## src/rtl/mmsr_pkg.sv

```systemverilog
// Shared constants, types and helpers for the multi-motor step ramp framer.
package mmsr_pkg;

    localparam int MAX_MOTORS     = 16;
    localparam int POSITION_LIMIT = 2000;

    localparam int SLOT_W  = (MAX_MOTORS > 1) ? $clog2(MAX_MOTORS) : 1;
    localparam int CNT_W   = $clog2(MAX_MOTORS + 1);
    localparam int GOAL_W  = $clog2(POSITION_LIMIT + 1);
    localparam int POS_W   = 12;
    localparam int ID_W    = 8;
    localparam int BYTE_W  = 8;
    localparam int HDR_LEN = 5;

    localparam logic [BYTE_W-1:0] SYNC_FIRST  = 8'h55;
    localparam logic [BYTE_W-1:0] SYNC_SECOND = 8'hAA;
    localparam logic [BYTE_W-1:0] BCAST_ID    = 8'hFF;
    localparam logic [BYTE_W-1:0] CMD_WRITE   = 8'hF2;

    localparam logic OPC_LOAD    = 1'b0;
    localparam logic OPC_TICK    = 1'b1;
    localparam logic KIND_FRAME  = 1'b0;
    localparam logic KIND_NOTICE = 1'b1;

    localparam logic [1:0] REG_STEP_SIZE    = 2'd0;
    localparam logic [1:0] REG_FRAME_PERIOD = 2'd1;
    localparam logic [1:0] REG_MOTOR_COUNT  = 2'd2;

    localparam logic [7:0] STEP_SIZE_RESET    = 8'd10;
    localparam logic [7:0] FRAME_PERIOD_RESET = 8'd10;
    localparam logic [4:0] MOTOR_COUNT_RESET  = 5'd1;

    typedef struct packed {
        logic [ID_W-1:0]   id;
        logic [GOAL_W-1:0] goal;
        logic [POS_W-1:0]  pos;
    } slot_entry_t;

    typedef struct packed {
        logic [ID_W-1:0]   id;
        logic [GOAL_W-1:0] next_pos;
        logic              near;
    } slot_eval_t;

    typedef enum logic [3:0] {
        ST_IDLE,
        ST_CHECK,
        ST_NOTICE,
        ST_HEADER,
        ST_STEP,
        ST_ID,
        ST_LO,
        ST_HI,
        ST_SUM
    } seq_state_t;

    function automatic logic [BYTE_W-1:0] header_byte(input logic [2:0] idx,
                                                      input logic [BYTE_W-1:0] len);
        logic [BYTE_W-1:0] b;
        unique case (idx)
            3'd0:    b = SYNC_FIRST;
            3'd1:    b = SYNC_SECOND;
            3'd2:    b = len;
            3'd3:    b = BCAST_ID;
            default: b = CMD_WRITE;
        endcase
        return b;
    endfunction

endpackage

```

## src/rtl/mmsr_slot_store.sv

```systemverilog
// Motor slot memory with registered read and the per-slot step arithmetic.
module mmsr_slot_store (
    input  logic                        aclk,
    input  logic                        load_en,
    input  logic [mmsr_pkg::SLOT_W-1:0] load_addr,
    input  mmsr_pkg::slot_entry_t       load_entry,
    input  logic [mmsr_pkg::SLOT_W-1:0] rd_addr,
    input  logic                        commit,
    input  logic [7:0]                  step_size,
    output mmsr_pkg::slot_eval_t        eval
);
    import mmsr_pkg::*;

    slot_entry_t             mem [MAX_MOTORS];
    slot_entry_t             rd_reg;
    logic [SLOT_W-1:0]       rd_addr_reg;

    logic                    wr_en;
    logic [SLOT_W-1:0]       wr_addr;
    slot_entry_t             wr_data;

    logic [POS_W-1:0]        goal_ext;
    logic [POS_W-1:0]        cur;
    logic [POS_W-1:0]        step_ext;
    logic [POS_W-1:0]        mag;
    logic [POS_W-1:0]        dn_pos;
    logic [POS_W-1:0]        next_full;
    logic                    up;

    always_comb begin
        goal_ext = POS_W'(rd_reg.goal);
        cur      = rd_reg.pos;
        step_ext = POS_W'(step_size);
        up       = goal_ext > cur;
        mag      = up ? (goal_ext - cur) : (cur - goal_ext);
        dn_pos   = cur - step_ext;
        if (mag <= step_ext) begin
            next_full = goal_ext;
        end else if (up) begin
            next_full = cur + step_ext;
        end else if (dn_pos > POS_W'(POSITION_LIMIT)) begin
            next_full = POS_W'(POSITION_LIMIT);
        end else begin
            next_full = dn_pos;
        end
        eval.id       = rd_reg.id;
        eval.next_pos = GOAL_W'(next_full);
        eval.near     = mag <= POS_W'(1);
    end

    // one write port: loads and step write-backs never coincide
    always_comb begin
        wr_en   = load_en | commit;
        wr_addr = load_en ? load_addr : rd_addr_reg;
        if (load_en) begin
            wr_data = load_entry;
        end else begin
            wr_data.id   = rd_reg.id;
            wr_data.goal = rd_reg.goal;
            wr_data.pos  = POS_W'(eval.next_pos);
        end
    end

    always_ff @(posedge aclk) begin
        if (wr_en) begin
            mem[wr_addr] <= wr_data;
        end
        rd_reg      <= mem[rd_addr];
        rd_addr_reg <= rd_addr;
    end

endmodule

```

## src/rtl/multi_motor_step_ramp_framer.sv

```systemverilog
// Top level of the multi-motor step ramp framer: sequencer, registers, output stage.
// A load item, and a tick in a frame wait or with no move, is handled without leaving idle.
// A tick that fires walks the slots once to test arrival (early exit on a moving slot),
// then emits either one notice or a frame of 6+3N bytes, paced by the write-back step of
// the slot memory and by the one-byte output register.
// Reset (aresetn low at a clock edge): sequencer idle, no move, wait 0, registers to defaults.
module multi_motor_step_ramp_framer (
    input  logic        aclk,
    input  logic        aresetn,
    // input item channel
    input  logic        s_valid,
    output logic        s_ready,
    input  logic        s_opcode,
    input  logic [3:0]  s_slot,
    input  logic [7:0]  s_motor_id,
    input  logic [11:0] s_goal_position,
    input  logic [11:0] s_start_position,
    // result item channel
    output logic        m_valid,
    input  logic        m_ready,
    output logic        m_kind,
    output logic [7:0]  m_frame_byte,
    output logic        m_last,
    // configuration port
    input  logic        psel,
    input  logic        penable,
    input  logic        pwrite,
    input  logic [3:0]  paddr,
    input  logic [31:0] pwdata,
    output logic [31:0] prdata,
    output logic        pready
);
    import mmsr_pkg::*;

    // configuration registers
    logic [7:0]          step_size_reg;
    logic [7:0]          frame_period_reg;
    logic [4:0]          motor_count_reg;

    // sequencer state
    seq_state_t          state_reg, state_next;
    logic [SLOT_W-1:0]   idx_reg, idx_next;
    logic [2:0]          hdr_reg, hdr_next;
    logic [7:0]          sum_reg, sum_next;
    logic [7:0]          wait_reg, wait_next;
    logic                active_reg, active_next;
    logic [ID_W-1:0]     id_hold_reg, id_hold_next;
    logic [GOAL_W-1:0]   pos_hold_reg, pos_hold_next;

    // output register
    logic                m_valid_reg, m_valid_next;
    logic                m_kind_reg, m_kind_next;
    logic [7:0]          m_byte_reg, m_byte_next;
    logic                m_last_reg, m_last_next;

    // derived values
    logic [CNT_W-1:0]    n_eff;
    logic [7:0]          frame_len;
    logic [7:0]          step_eff;
    logic                last_slot;
    logic                out_free;
    logic [15:0]         pos_wide;
    logic [GOAL_W-1:0]   goal_sat;
    logic                slot_ok;

    // emission request from the sequencer
    logic                emit;
    logic                emit_kind;
    logic [7:0]          emit_byte;
    logic                emit_last;
    logic                emit_sum;

    // slot memory interface
    logic                load_en;
    logic                commit;
    slot_entry_t         load_entry;
    slot_eval_t          eval;

    logic                cfg_wr;

    // Clamp the motor count into 1..MAX_MOTORS; zero step acts as one.
    always_comb begin
        if (motor_count_reg == 5'd0) begin
            n_eff = CNT_W'(1);
        end else if (int'(motor_count_reg) > MAX_MOTORS) begin
            n_eff = CNT_W'(MAX_MOTORS);
        end else begin
            n_eff = CNT_W'(motor_count_reg);
        end
    end

    assign frame_len = 8'(({2'b00, n_eff} << 1) + {2'b00, n_eff} + (CNT_W + 2)'(1));
    assign step_eff  = (step_size_reg == 8'd0) ? 8'd1 : step_size_reg;
    assign last_slot = (CNT_W'(idx_reg) + CNT_W'(1)) == n_eff;
    assign out_free  = !m_valid_reg || m_ready;
    assign pos_wide  = 16'(pos_hold_reg);

    // Targets beyond the limit saturate on load so a move can always finish.
    assign goal_sat  = (s_goal_position > 12'(POSITION_LIMIT)) ? GOAL_W'(POSITION_LIMIT)
                                                              : GOAL_W'(s_goal_position);
    assign slot_ok   = int'(s_slot) < MAX_MOTORS;

    always_comb begin
        load_entry.id   = s_motor_id;
        load_entry.goal = goal_sat;
        load_entry.pos  = s_start_position;
    end

    assign s_ready = (state_reg == ST_IDLE);

    // Next state, memory controls and byte emission.
    always_comb begin
        state_next    = state_reg;
        idx_next      = idx_reg;
        hdr_next      = hdr_reg;
        wait_next     = wait_reg;
        active_next   = active_reg;
        id_hold_next  = id_hold_reg;
        pos_hold_next = pos_hold_reg;
        load_en       = 1'b0;
        commit        = 1'b0;
        emit          = 1'b0;
        emit_kind     = KIND_FRAME;
        emit_byte     = 8'd0;
        emit_last     = 1'b0;
        emit_sum      = 1'b0;

        unique case (state_reg)
            ST_IDLE: begin
                if (s_valid) begin
                    if (s_opcode == OPC_LOAD) begin
                        // store the slot and arm the move; the wait runs on untouched
                        if (slot_ok) begin
                            load_en     = 1'b1;
                            active_next = 1'b1;
                        end
                    end else if (wait_reg != 8'd0) begin
                        wait_next = wait_reg - 8'd1;
                    end else if (active_reg) begin
                        state_next = ST_CHECK;
                        idx_next   = '0;
                    end
                end
            end
            ST_CHECK: begin
                // one slot per cycle; the read of the next slot is issued now
                if (!eval.near) begin
                    state_next = ST_HEADER;
                    idx_next   = '0;
                    hdr_next   = 3'd0;
                end else if (last_slot) begin
                    state_next  = ST_NOTICE;
                    active_next = 1'b0;
                end else begin
                    idx_next = idx_reg + SLOT_W'(1);
                end
            end
            ST_NOTICE: begin
                if (out_free) begin
                    emit       = 1'b1;
                    emit_kind  = KIND_NOTICE;
                    emit_last  = 1'b1;
                    state_next = ST_IDLE;
                end
            end
            ST_HEADER: begin
                if (out_free) begin
                    emit      = 1'b1;
                    emit_byte = header_byte(hdr_reg, frame_len);
                    // the checksum starts at the length byte
                    emit_sum  = hdr_reg >= 3'd2;
                    if (hdr_reg == 3'(HDR_LEN - 1)) begin
                        state_next = ST_STEP;
                    end else begin
                        hdr_next = hdr_reg + 3'd1;
                    end
                end
            end
            ST_STEP: begin
                // write the stepped position back and hold it for its bytes
                commit        = 1'b1;
                id_hold_next  = eval.id;
                pos_hold_next = eval.next_pos;
                state_next    = ST_ID;
            end
            ST_ID: begin
                if (out_free) begin
                    emit       = 1'b1;
                    emit_byte  = id_hold_reg;
                    emit_sum   = 1'b1;
                    state_next = ST_LO;
                end
            end
            ST_LO: begin
                if (out_free) begin
                    emit       = 1'b1;
                    emit_byte  = pos_wide[7:0];
                    emit_sum   = 1'b1;
                    state_next = ST_HI;
                end
            end
            ST_HI: begin
                if (out_free) begin
                    emit      = 1'b1;
                    emit_byte = pos_wide[15:8];
                    emit_sum  = 1'b1;
                    if (last_slot) begin
                        state_next = ST_SUM;
                    end else begin
                        idx_next   = idx_reg + SLOT_W'(1);
                        state_next = ST_STEP;
                    end
                end
            end
            ST_SUM: begin
                if (out_free) begin
                    emit       = 1'b1;
                    emit_byte  = sum_reg;
                    emit_last  = 1'b1;
                    wait_next  = frame_period_reg;
                    state_next = ST_IDLE;
                end
            end
            default: begin
                state_next = ST_IDLE;
            end
        endcase
    end

    // Checksum accumulator: clear on frame start, add every counted byte.
    always_comb begin
        if (state_reg == ST_CHECK) begin
            sum_next = 8'd0;
        end else if (emit && emit_sum) begin
            sum_next = sum_reg + emit_byte;
        end else begin
            sum_next = sum_reg;
        end
    end

    // Output register: load when free, otherwise drop valid once taken.
    always_comb begin
        m_valid_next = m_valid_reg && !m_ready;
        m_kind_next  = m_kind_reg;
        m_byte_next  = m_byte_reg;
        m_last_next  = m_last_reg;
        if (emit) begin
            m_valid_next = 1'b1;
            m_kind_next  = emit_kind;
            m_byte_next  = emit_byte;
            m_last_next  = emit_last;
        end
    end

    assign m_valid      = m_valid_reg;
    assign m_kind       = m_kind_reg;
    assign m_frame_byte = m_byte_reg;
    assign m_last       = m_last_reg;

    mmsr_slot_store u_slot_store (
        .aclk       (aclk),
        .load_en    (load_en),
        .load_addr  (SLOT_W'(s_slot)),
        .load_entry (load_entry),
        .rd_addr    (idx_next),
        .commit     (commit),
        .step_size  (step_eff),
        .eval       (eval)
    );

    always_ff @(posedge aclk) begin
        if (!aresetn) begin
            state_reg   <= ST_IDLE;
            idx_reg     <= '0;
            hdr_reg     <= 3'd0;
            wait_reg    <= 8'd0;
            active_reg  <= 1'b0;
            m_valid_reg <= 1'b0;
        end else begin
            state_reg   <= state_next;
            idx_reg     <= idx_next;
            hdr_reg     <= hdr_next;
            wait_reg    <= wait_next;
            active_reg  <= active_next;
            m_valid_reg <= m_valid_next;
        end
    end

    // payload and holding registers
    always_ff @(posedge aclk) begin
        sum_reg      <= sum_next;
        id_hold_reg  <= id_hold_next;
        pos_hold_reg <= pos_hold_next;
        m_kind_reg   <= m_kind_next;
        m_byte_reg   <= m_byte_next;
        m_last_reg   <= m_last_next;
    end

    // Configuration port: write in the access phase, read back at any time.
    assign cfg_wr = psel && penable && pwrite;
    assign pready = 1'b1;

    always_ff @(posedge aclk) begin
        if (!aresetn) begin
            step_size_reg    <= STEP_SIZE_RESET;
            frame_period_reg <= FRAME_PERIOD_RESET;
            motor_count_reg  <= MOTOR_COUNT_RESET;
        end else if (cfg_wr) begin
            unique case (paddr[3:2])
                REG_STEP_SIZE:    step_size_reg    <= pwdata[7:0];
                REG_FRAME_PERIOD: frame_period_reg <= pwdata[7:0];
                REG_MOTOR_COUNT:  motor_count_reg  <= pwdata[4:0];
                default: begin
                end
            endcase
        end
    end

    always_comb begin
        unique case (paddr[3:2])
            REG_STEP_SIZE:    prdata = 32'(step_size_reg);
            REG_FRAME_PERIOD: prdata = 32'(frame_period_reg);
            REG_MOTOR_COUNT:  prdata = 32'(motor_count_reg);
            default:          prdata = 32'd0;
        endcase
    end

endmodule

```

## config.mk

```make
export PLATFORM = sky130hd
export DESIGN_NAME = multi_motor_step_ramp_framer
export DESIGN_NICKNAME = d
export VERILOG_FILES = /design/src/rtl/mmsr_pkg.sv /design/src/rtl/mmsr_slot_store.sv /design/src/rtl/multi_motor_step_ramp_framer.sv
export SDC_FILE = /design/constraint.sdc
export NUM_CORES = 1
export LEC_CHECK = 0
export BUFFER_PORTS_ARGS = -buffer_cell sky130_fd_sc_hd__buf_2
export CAP_MARGIN = 10
export CORE_MARGIN = 2
export CORE_UTILIZATION = 45
export DETAILED_ROUTE_END_ITERATION = 10
export PLACE_DENSITY = 0.68
export RECOVER_POWER = 25
export SETUP_SLACK_MARGIN = 0.02
export SYNTH_ARGS = -nofsm -noshare
export SYNTH_HDL_FRONTEND = slang
export SYNTH_HIERARCHICAL = 1
export SYNTH_SLANG_ARGS = --single-unit
```

## constraint.sdc

```tcl
create_clock -name aclk -period 9.1 [get_ports aclk]
set_input_delay 2.73 -clock aclk [delete_from_list [all_inputs] [get_ports aclk]]
set_output_delay 2.73 -clock aclk [all_outputs]
set_load 0.1 [all_outputs]
```

==> summary.txt, run 1 <==
Drt
  • WL per Instance: 24.50 um
  • Via Count: 15870
  • 1st-iter DRT viols: 1921
  • DRC: 0
  • DR pass1 iterations: 6
  • Final wirelength: 64940 um
  • Post-DRT Antenna Nets: 0
  • Vias per cell: 5.988

Global route
  • GRT Util Overall: 20.59%
  • Vias in the first global route: 15530
  • First-pass GRT wire length: 96540 um
  • GRT overflow: 0
  • Largest net degree at the start of global routing: 57
  • Initial antenna violation count: 2

Critical path
  • Worst Setup Start Kind: input pin
  • CP max stage delay: 1920 ps
  • Worst EP required: 9330 ps
  • Crit. End Element: flop
  • Critical path arrival: 7780 ps
  • Crit Path Max Fanout: 49
  • R2R setup slack: 2600 ps
  • Crit-path cells: clkbuf_1 -> nor3b_1 -> clkbuf_1 -> inv_1 -> o32a_1 -> nor2_4 -> buf_4
  • Slowest CP cell: clkbuf_1
  • Most frequent CP cell: clkbuf_1
  • Crit Path Category: in2reg

STA
  • RSZ-0062 raised after global routing: false
  • Clk_skew: 48.62 ps
  • Setup TNS: 0 ps
  • Final hold vios: 0
  • F_max: 132.4 MHz
  • Max Slew Vio Count: 50
  • Final period util: 83.00%
  • Final setup viols: 0
  • Worst-Margin Slew: 2690 ps
  • Post-layout min period: 7553 ps
  • Slew headroom: -79.34%

CTS
  • Htree depth: 2
  • CTS tree: done
  • Clock transition at path regs: 70 ps
  • Setup bufs post-CTS: 0
  • Num CTS Buffers: 61
  • Worst skew pair latency: 630 ps
  • Hold buffer count at CTS: 0
  • Clk buf depth: 3
  • Root Buffer: clkbuf_16
  • Clock Sinks: 610
  • Cts repair resizes: 0

Synth
  • Syn_area_per_cell: 15.74 um2
  • Yosys Warn Count: 6
  • Post-synth EDFFs: 525
  • Asr flop ratio synth: 0%
  • Synth Flop Type: edfxtp_1
  • Synth Cell Area: 27170 um2
  • Netlist cell types: 92
  • Seq/Total Area, Yosys: 64.28%
  • Synth Instances: 1726
  • Count of state elements after synthesis: 610

Floorplanning
  • DIE WIDTH: 249.7 um
  • Rows: 90
  • Die area: 62370 um2
  • Die height: 249.7 um
  • Initial Util: 45.28%
  • Top Ports: 125
  • Core area: 60020 um2

Layout
  • # fillers: 4831
  • Ratio of cells with drive above 1 in the final layout: 22.31%
  • Layout Cells excl Fill: 2650
  • Area grow syn2layout: 12.92%
  • Max reg flops: 496
  • Largest register by flop count: u_slot_store/mem
  • Final instance area: 30690 um2
  • Nets: 1962

Placement
  • Port buffer count: 73
  • Placed cell area: 28610 um2
  • DP Cell Count: 2534
  • GPL Wtd Cong: 0.8871
  • Hpwl dp: 38340 um

Power
  • Cell Pwr Density: 213.3 nW/um2
  • Cell leakage power: 0.01015 uW
  • VDD IR max: 0.1546 mV

Hold path
  • Worst Hold Class: reg2reg

Flow run
  • Number of max-cap violations: 1

Outcome
  • Outcome: complete, but fails checks
  • Failing checks: max-capacitance violations, max-slew violations
## synthesized netlist by cell type, drive strengths merged (8+ instances only)
| cell type | number | area, um2 |
|---|---|---|
| dfxtp | 85 | 1702 |
| xnor2 | 19 | 166.4 |
| nor3b | 8 | 60.06 |
| o31ai | 8 | 60.06 |
| edfxtp | 525 | 15770 |
| nor3 | 21 | 110.1 |
| nand3 | 25 | 125.1 |
| or3 | 12 | 75.07 |
| clkbuf | 74 | 277.8 |
| or2 | 9 | 56.31 |
| o211ai | 10 | 75.07 |
| o21ai | 60 | 300.3 |
| ha | 62 | 775.7 |
| and3 | 10 | 67.56 |
| nor4 | 10 | 62.56 |
| nand4 | 10 | 62.56 |
| buf | 46 | 284.0 |
| nand2 | 90 | 345.3 |
| a21oi | 69 | 345.3 |
| a31oi | 12 | 75.07 |
| and2 | 19 | 122.6 |
| o21a | 8 | 60.06 |
| a21o | 17 | 127.6 |
| nand2b | 11 | 68.82 |
| mux2 | 23 | 266.5 |
| a211oi | 9 | 67.56 |
| nor2b | 15 | 93.84 |
| nor2 | 91 | 344.1 |
| mux4 | 155 | 3491 |
| mux2i | 45 | 450.4 |
| inv | 58 | 217.7 |
## layer usage
| layer | global-route usage (%) | share of wire, % | vias up |
|---|---|---|---|
| met5 | 0 | 0 | - |
| met4 | 6.799 | 3.0 | 0 |
| met3 | 2.514 | 7.6 | 124 |
| met2 | 32.84 | 47 | 655 |
| met1 | 29.59 | 42 | 8161 |
| li1 | - | - | 6929 |
## cell type report
type,instances,area (um2),share of cell area (%)
clock buffers,87,1725,5.623
multi-input cells,961,9170,29.88
diodes,3,7.507,0.02446
repair buffers,123,728.2,2.373
well taps,782,978.4,3.188
inverters,58,217.7,0.7095
clock inverters,26,392.9,1.280
flip-flops and latches,610,17470,56.92
## critical path, delay by kind of cell
kind,cells,cell delay (ps)
AND/OR/NAND/NOR,2,590
AO/OA/AOI/OAI,1,740
buffers and inverters,4,3670
## cells by family after synthesis
kind of cell | after synthesis | synth area share [%]
AND/OR/NAND/NOR | 351 | 6.543
AO/OA/AOI/OAI | 269 | 6.690
multiplexers | 223 | 15.48
adder cells (fa/ha/maj) | 67 | 3.223
other | 2 | 0.02764
buffers and inverters | 178 | 2.868
XOR/XNOR | 26 | 0.8886
flip-flops | 610 | 64.28
## where the power goes
group	leakage (uW)	internal [uW]	switching [uW]
clock	0.00103	1570	1040
combinational	0.00367	200	510
sequential	0.00544	3190	36.4
## through the flow
step,util (%),worst slack (ps),total power (uW),hold WS (ps)
6_report,51.13,1547,6546,452.6
5_1_grt,51.12,1326,6760,494.3
4_1_cts,51.19,2457,6589,455.8
3_5_place_dp,47.67,2446,3987,444.7
3_3_place_gp,47.67,2452,3957,438.0
2_1_floorplan,-,787.8,3787,404.4
## layout by cell type (no fill, tap or decap), drive strengths merged, types with 8 or more instances in the layout
| cell | count |
|---|---|
| mux2i | 45 |
| bufinv | 9 |
| clkbuf | 99 |
| or2 | 9 |
| a31oi | 12 |
| buf | 111 |
| nor3 | 21 |
| or3 | 12 |
| conb | 25 |
| nand2 | 90 |
| nand3 | 25 |
| nor4 | 10 |
| a21o | 17 |
| mux4 | 155 |
| clkinv | 15 |
| mux2 | 23 |
| and3 | 10 |
| dfxtp | 85 |
| a211oi | 9 |
| xnor2 | 19 |
| edfxtp | 525 |
| and2 | 19 |
| nor2b | 15 |
| a21oi | 69 |
| nor3b | 8 |
| ha | 62 |
| o211ai | 10 |
| nand2b | 11 |
| nor2 | 91 |
| o21ai | 60 |
| inv | 59 |
| o31ai | 8 |
| o21a | 8 |
| nand4 | 10 |
## worst paths after layout
kind,cells after the start,start,end
worst min register to register,2,active_reg$_SDFFE_PN0P_,active_reg$_SDFFE_PN0P_
worst max register to register,20,u_slot_store/cur[1]$_DFF_P_,u_slot_store/goal_ext[8]$_DFF_P_
worst max-delay path,7,s_valid,u_slot_store/mem[4][16]$_DFFE_PP_
worst min-delay path,2,active_reg$_SDFFE_PN0P_,active_reg$_SDFFE_PN0P_
No activity file was read; power rests on OpenSTA's default activity.
==> inputs of run 2 (changes only) <==
Settings changed: PLACE_DENSITY 0.68 to 0.71.
Clock period 9.1 ns to 6.56 ns, I/O delays scaled along.
==> summary.txt, run 2 (same netlist as run 1, synthesis figures left out) <==
Floorplanning
  • DIE WIDTH: 249.7 um
  • Rows: 90
  • Die height: 249.7 um
  • Die area: 62370 um2
  • Core area: 60020 um2
  • Initial Util: 45.28%
  • Top Ports: 125

STA
  • Post-layout min period: 5957 ps
  • F_max: 167.9 MHz
  • Final period util: 90.80%
  • Clk_skew: 42.53 ps
  • Setup TNS: 0 ps
  • RSZ-0062 raised after global routing: false
  • Final setup viols: 0
  • Worst setup margin: 603.4 ps
  • Worst-Margin Slew: 1405 ps
  • Final hold vios: 0
  • Slew headroom: 5.600%
  • Max Slew Vio Count: 0

Critical path
  • Worst EP required: 7020 ps
  • Delay-heaviest family, CP: compound AO/OA/AOI/OAI gates
  • Crit Path Max Fanout: 24
  • Critical path arrival: 6420 ps
  • WP buf/inv: 3
  • Worst Setup Start Kind: flop
  • Most frequent CP cell: buf_4
  • CP max stage delay: 780 ps
  • Slowest CP cell: o31a_1
  • Crit. End Element: flop
  • Crit-path cells: ha_1 -> and4_1 -> a41oi_1 -> buf_4 -> o31a_1 -> mux2i_1 -> xnor2_1 -> or3_1 -> nor4_1 -> buf_4 -> and2_1 -> o21a_1 -> a22o_4 -> buf_4 -> mux4_2 -> mux4_2
  • Crit Path Category: reg2reg

CTS
  • Setup bufs post-CTS: 0
  • CTS tree: done
  • Clock transition at path regs: 60 ps
  • Root Buffer: clkbuf_16
  • Clock Sinks: 610
  • Hold buffer count at CTS: 0
  • Cts repair resizes: 0
  • Num CTS Buffers: 59
  • Htree depth: 2
  • Worst skew pair latency: 640 ps
  • Clk buf depth: 3

Power
  • Cell leakage power: 0.01008 uW
  • VDD IR max: 0.2047 mV
  • Net Sw Frac: 24.77%
  • Combinational Power Share: 11.1%
  • Sw Pwr: 2170 uW
  • Total Power: 8759 uW
  • Internal: 6589 uW
  • Clk pwr share: 37.7%
  • Cell Pwr Density: 286.4 nW/um2
  • Seq pwr share: 51.2%

Hold path
  • Worst Hold Class: reg2reg

Layout
  • Max reg flops: 496
  • Area of the multi-input gates: 9164 um2
  • Area grow syn2layout: 12.56%
  • Most frequent cells in the layout: edfxtp_1, mux4_2, nand2_1
  • Final core occ: 50.96%
  • Commonest non-fill, non-tap cell in the layout: edfxtp_1
  • Nets: 1966
  • Sequential Area: 17470 um2
  • # fillers: 4784
  • Ratio of cells with drive above 1 in the final layout: 22.03%
  • Largest register by flop count: u_slot_store/mem

Global route
  • GRT Util Overall: 20.75%
  • First-pass GRT wire length: 97110 um
  • Vias in the first global route: 15660
  • Initial antenna violation count: 3
  • GRT overflow: 0
  • Largest net degree at the start of global routing: 49

Placement
  • GPL Wtd Cong: 0.8512
  • Placement Setup Slack: 602.7 ps
  • Hpwl dp: 40870 um
  • Port buffer count: 73

Drt
  • DRC: 0
  • Final wirelength: 64800 um
  • Vias per cell: 5.902
  • Post-DRT Antenna Nets: 0
  • DR pass1 iterations: 5
  • Via Count: 15680
  • 1st-iter DRT viols: 1703
  • WL per Instance: 24.40 um

Flow run
  • Number of max-cap violations: 0

Outcome
  • Outcome: complete, no violations
## run 2: cell count changes in the layout (fill, tap and decap cells not counted), moves of 3 or more
cell / delta
buf_12: +7
clkbuf_8: -7
diode_2: +5
bufinv_16: -4
clkinv_1: +3
clkinv_2: +3
## run 2: metrics by stage
stage | cell area (um2) | std cells | hold WS, ps
after detailed placement | 28740 | 2540 | 465.5
after global routing | 30570 | 2648 | 501.5
after floorplan | 27260 | 1749 | 404.4
after CTS | 30620 | 2648 | 453.0
final | 30590 | 2656 | 463.2
after global placement | 28740 | 2540 | 453.1
## run 2: layout make-up
type	count	share of cell area [%]
repair buffers	129	2.831
flip-flops and latches	610	57.10
well taps	782	3.199
clock buffers	82	5.211
inverters	58	0.7117
multi-input cells	961	29.96
diodes	8	0.06545
clock inverters	26	0.9204
## run 2: routing by layer
metal,global-route usage [%],up-vias,share of wire [%],routed length [um]
met5,0,-,0.039,25
met2,33.97,694,48,31410
met1,28.26,7920,41,26450
met4,6.850,4,3.0,1920
met3,3.671,123,7.7,5001
li1,-,6935,-,-
## run 2: worst reg2reg max path, cell delays in order (launching register included)
cell,delay [ps]
dfxtp_1,520
ha_1,410
and4_1,340
a41oi_1,200
buf_4,160
o31a_1,790
mux2i_1,310
xnor2_1,120
or3_1,380
nor4_1,250
buf_4,210
and2_1,150
o21a_1,220
a22o_4,260
buf_4,380
mux4_2,580
mux4_2,520
## run 2: power groups by stage
stage	Clock (uW)	Combinational (uW)	Sequential (uW)
after CTS	3360	968	4480
final	3300	970	4490
after detailed placement	0	963	4560
after global routing	3510	1050	4490
after global placement	0	928	4560
after floorplan	0	693	4560
## run 2: final timing paths
path / start / end / slack, ps / depth (start not counted)
min: frame_period_reg[0]$_SDFFE_PN0P_ / wait_reg[0]$_SDFFE_PN0P_ / 460 / 2
max reg2reg: u_slot_store/cur[5]$_DFF_P_ / u_slot_store/cur[8]$_DFF_P_ / 600 / 16
max: u_slot_store/cur[5]$_DFF_P_ / u_slot_store/cur[8]$_DFF_P_ / 600 / 16
min reg2reg: frame_period_reg[0]$_SDFFE_PN0P_ / wait_reg[0]$_SDFFE_PN0P_ / 460 / 2
==> inputs of run 3 (changes only) <==
--- a/config.mk
+++ b/config.mk
@@ -10,4 +10,5 @@
 export CORE_MARGIN = 2
 export CORE_UTILIZATION = 45
+export CTS_BUF_LIST = sky130_fd_sc_hd__clkbuf_8
 export DETAILED_ROUTE_END_ITERATION = 10
 export PLACE_DENSITY = 0.71
==> constraint.sdc (replaced) <==
create_clock -name aclk -period 6.56 [get_ports aclk]
set_input_delay 1.968 -clock aclk [delete_from_list [all_inputs] [get_ports aclk]]
set_output_delay 1.968 -clock aclk [all_outputs]
set_load 0.02 [all_outputs]
==> summary.txt, run 3 (same netlist as run 1, synthesis figures left out) <==
Outcome
  • Outcome: complete, no violations

Power
  • Sw Pwr: 2139 uW
  • Seq pwr share: 53.3%
  • Cell leakage power: 0.01021 uW
  • Net Sw Frac: 25.41%
  • Cell Pwr Density: 275.4 nW/um2
  • Combinational Power Share: 10.3%
  • Internal: 6279 uW
  • Clk pwr share: 36.4%
  • VDD IR max: 0.1436 mV
  • Total Power: 8418 uW

STA
  • Final hold vios: 0
  • Post-layout min period: 5772 ps
  • F_max: 173.2 MHz
  • Worst-Margin Slew: 1399 ps
  • RSZ-0062 raised after global routing: false
  • Slew headroom: 6.013%
  • Setup TNS: 0 ps
  • Max Slew Vio Count: 0
  • Clk_skew: 38.93 ps
  • Final setup viols: 0
  • Final period util: 87.99%
  • Worst hold margin: 455.9 ps

Floorplanning
  • Initial Util: 45.28%
  • Core area: 60020 um2
  • Rows: 90
  • Top Ports: 125
  • Die area: 62370 um2
  • DIE WIDTH: 249.7 um
  • Die height: 249.7 um

CTS
  • Clock transition at path regs: 60 ps
  • CTS tree: done
  • Htree depth: 3
  • Cts repair resizes: 0
  • Root Buffer: clkbuf_8
  • Num CTS Buffers: 95
  • Clock Sinks: 610
  • Worst skew pair latency: 710 ps
  • Hold buffer count at CTS: 0
  • Setup bufs post-CTS: 0
  • Clk buf depth: 3

Critical path
  • Crit. End Element: flop
  • Worst reg-to-reg path cell count: 21
  • Crit path to: u_slot_store/mem[13][7]$_DFFE_PP_
  • Crit Path Category: reg2reg
  • Worst EP required: 7090 ps
  • Crit path launch: u_slot_store/goal_ext[5]$_DFF_P_
  • Worst R2R Start: u_slot_store/goal_ext[5]$_DFF_P_
  • Reg-to-reg endpoint: u_slot_store/mem[13][7]$_DFFE_PP_
  • Crit Path Max Fanout: 16
  • Worst Setup Start Kind: flop
  • R2R setup slack: 790 ps
  • Critical path arrival: 6300 ps

Layout
  • Largest register by flop count: u_slot_store/mem
  • Most frequent cells in the layout: edfxtp_1, mux4_2, clkbuf_8
  • Area of the multi-input gates: 9164 um2
  • Max reg flops: 496
  • Commonest non-fill, non-tap cell in the layout: edfxtp_1
  • Ratio of cells with drive above 1 in the final layout: 23.55%
  • Sequential Area: 17470 um2
  • # fillers: 4856
  • Area grow syn2layout: 12.51%
  • Nets: 2004

Drt
  • DRC: 0
  • WL per Instance: 23.66 um
  • 1st-iter DRT viols: 1758
  • Post-DRT Antenna Nets: 0
  • Vias per cell: 5.863
  • Final wirelength: 64360 um
  • DR pass1 iterations: 6
  • Via Count: 15950

Global route
  • First-pass GRT wire length: 96830 um
  • GRT Util Overall: 20.60%
  • Largest net degree at the start of global routing: 49
  • Vias in the first global route: 15640
  • Initial antenna violation count: 8
  • GRT overflow: 0

Hold path
  • Worst Hold Class: reg2reg
  • Hold_sp: active_reg$_SDFFE_PN0P_
  • WHS Path Cells: 2

Placement
  • Hpwl dp: 41090 um
  • Port buffer count: 73
  • GPL Wtd Cong: 0.9010

Flow run
  • Number of max-cap violations: 0
## run 3: changes by cell type in the layout (fill, tap and decap cells not counted), moves of 6 or more
cell       previous run  this run
clkbuf_1             31        14
clkbuf_16            60         0
clkbuf_8              1       103
clkinv_1              7        21
diode_2               8         2
inv_1                58        86
## run 3: layout make-up
cell class / count / area share, %
Sequential cell: 610 / 57.13
Multi-Input combinational cell: 961 / 29.97
Clock buffer: 103 / 4.637
Tap cell: 782 / 3.200
Timing Repair Buffer: 131 / 2.914
Clock inverter: 73 / 1.416
Inverter: 58 / 0.7121
Antenna cell: 2 / 0.01637
## run 3: power groups by stage
stage               Sequential, uW  Clock (uW)  Combinational [uW]
floorplan                     4540           0                 610
global placement              4560           0                 823
detailed placement            4560           0                 864
CTS                           4480        3140                 867
global route                  4490        3300                 954
finish                        4490        3070                 864
## run 3: how the worst min path moves through the flow
stage	end	slack (ps)
final	active_reg$_SDFFE_PN0P_	460
after global routing	active_reg$_SDFFE_PN0P_	470
after CTS	active_reg$_SDFFE_PN0P_	450
after detailed placement	active_reg$_SDFFE_PN0P_	440
after global placement	active_reg$_SDFFE_PN0P_	440
after floorplan	id_hold_reg[0]$_DFFE_PP_	400
## run 3: worst max-delay path: stages, from the launching register on
cell and delay (ps):
dfxtp_1 340, inv_1 120, ha_1 450, and2_4 240, a221o_1 370, o2111a_1 280, o31ai_1 210, buf_4 260
o21ai_0 110, o21ai_0 110, xor2_1 250, ha_1 280, a21o_1 180, a21oi_1 150, a21oi_1 90, a211oi_1 210
a21oi_1 130, nor4_1 550, nor2_2 290, and3_1 240, o31ai_1 440, buf_4 290
## run 3: metrics by stage
stage	setup slack [ps]	utilization [%]	instances	instance area [um2]
2_1_floorplan	490.5	-	1749	27260
5_1_grt	411.5	50.93	2718	30570
3_3_place_gp	823.3	47.95	2542	28780
6_report	787.9	50.94	2720	30570
3_5_place_dp	840.2	47.95	2542	28780
4_1_cts	824.3	51.04	2718	30630
## run 3: metal layers
| layer | vias up | global-route usage [%] | wire length [um] |
|---|---|---|---|
| met5 | - | 0 | 41 |
| li1 | 7050 | - | - |
| met3 | 121 | 3.807 | 5067 |
| met1 | 8114 | 29.17 | 27080 |
| met4 | 6 | 6.472 | 1558 |
| met2 | 656 | 32.50 | 30620 |
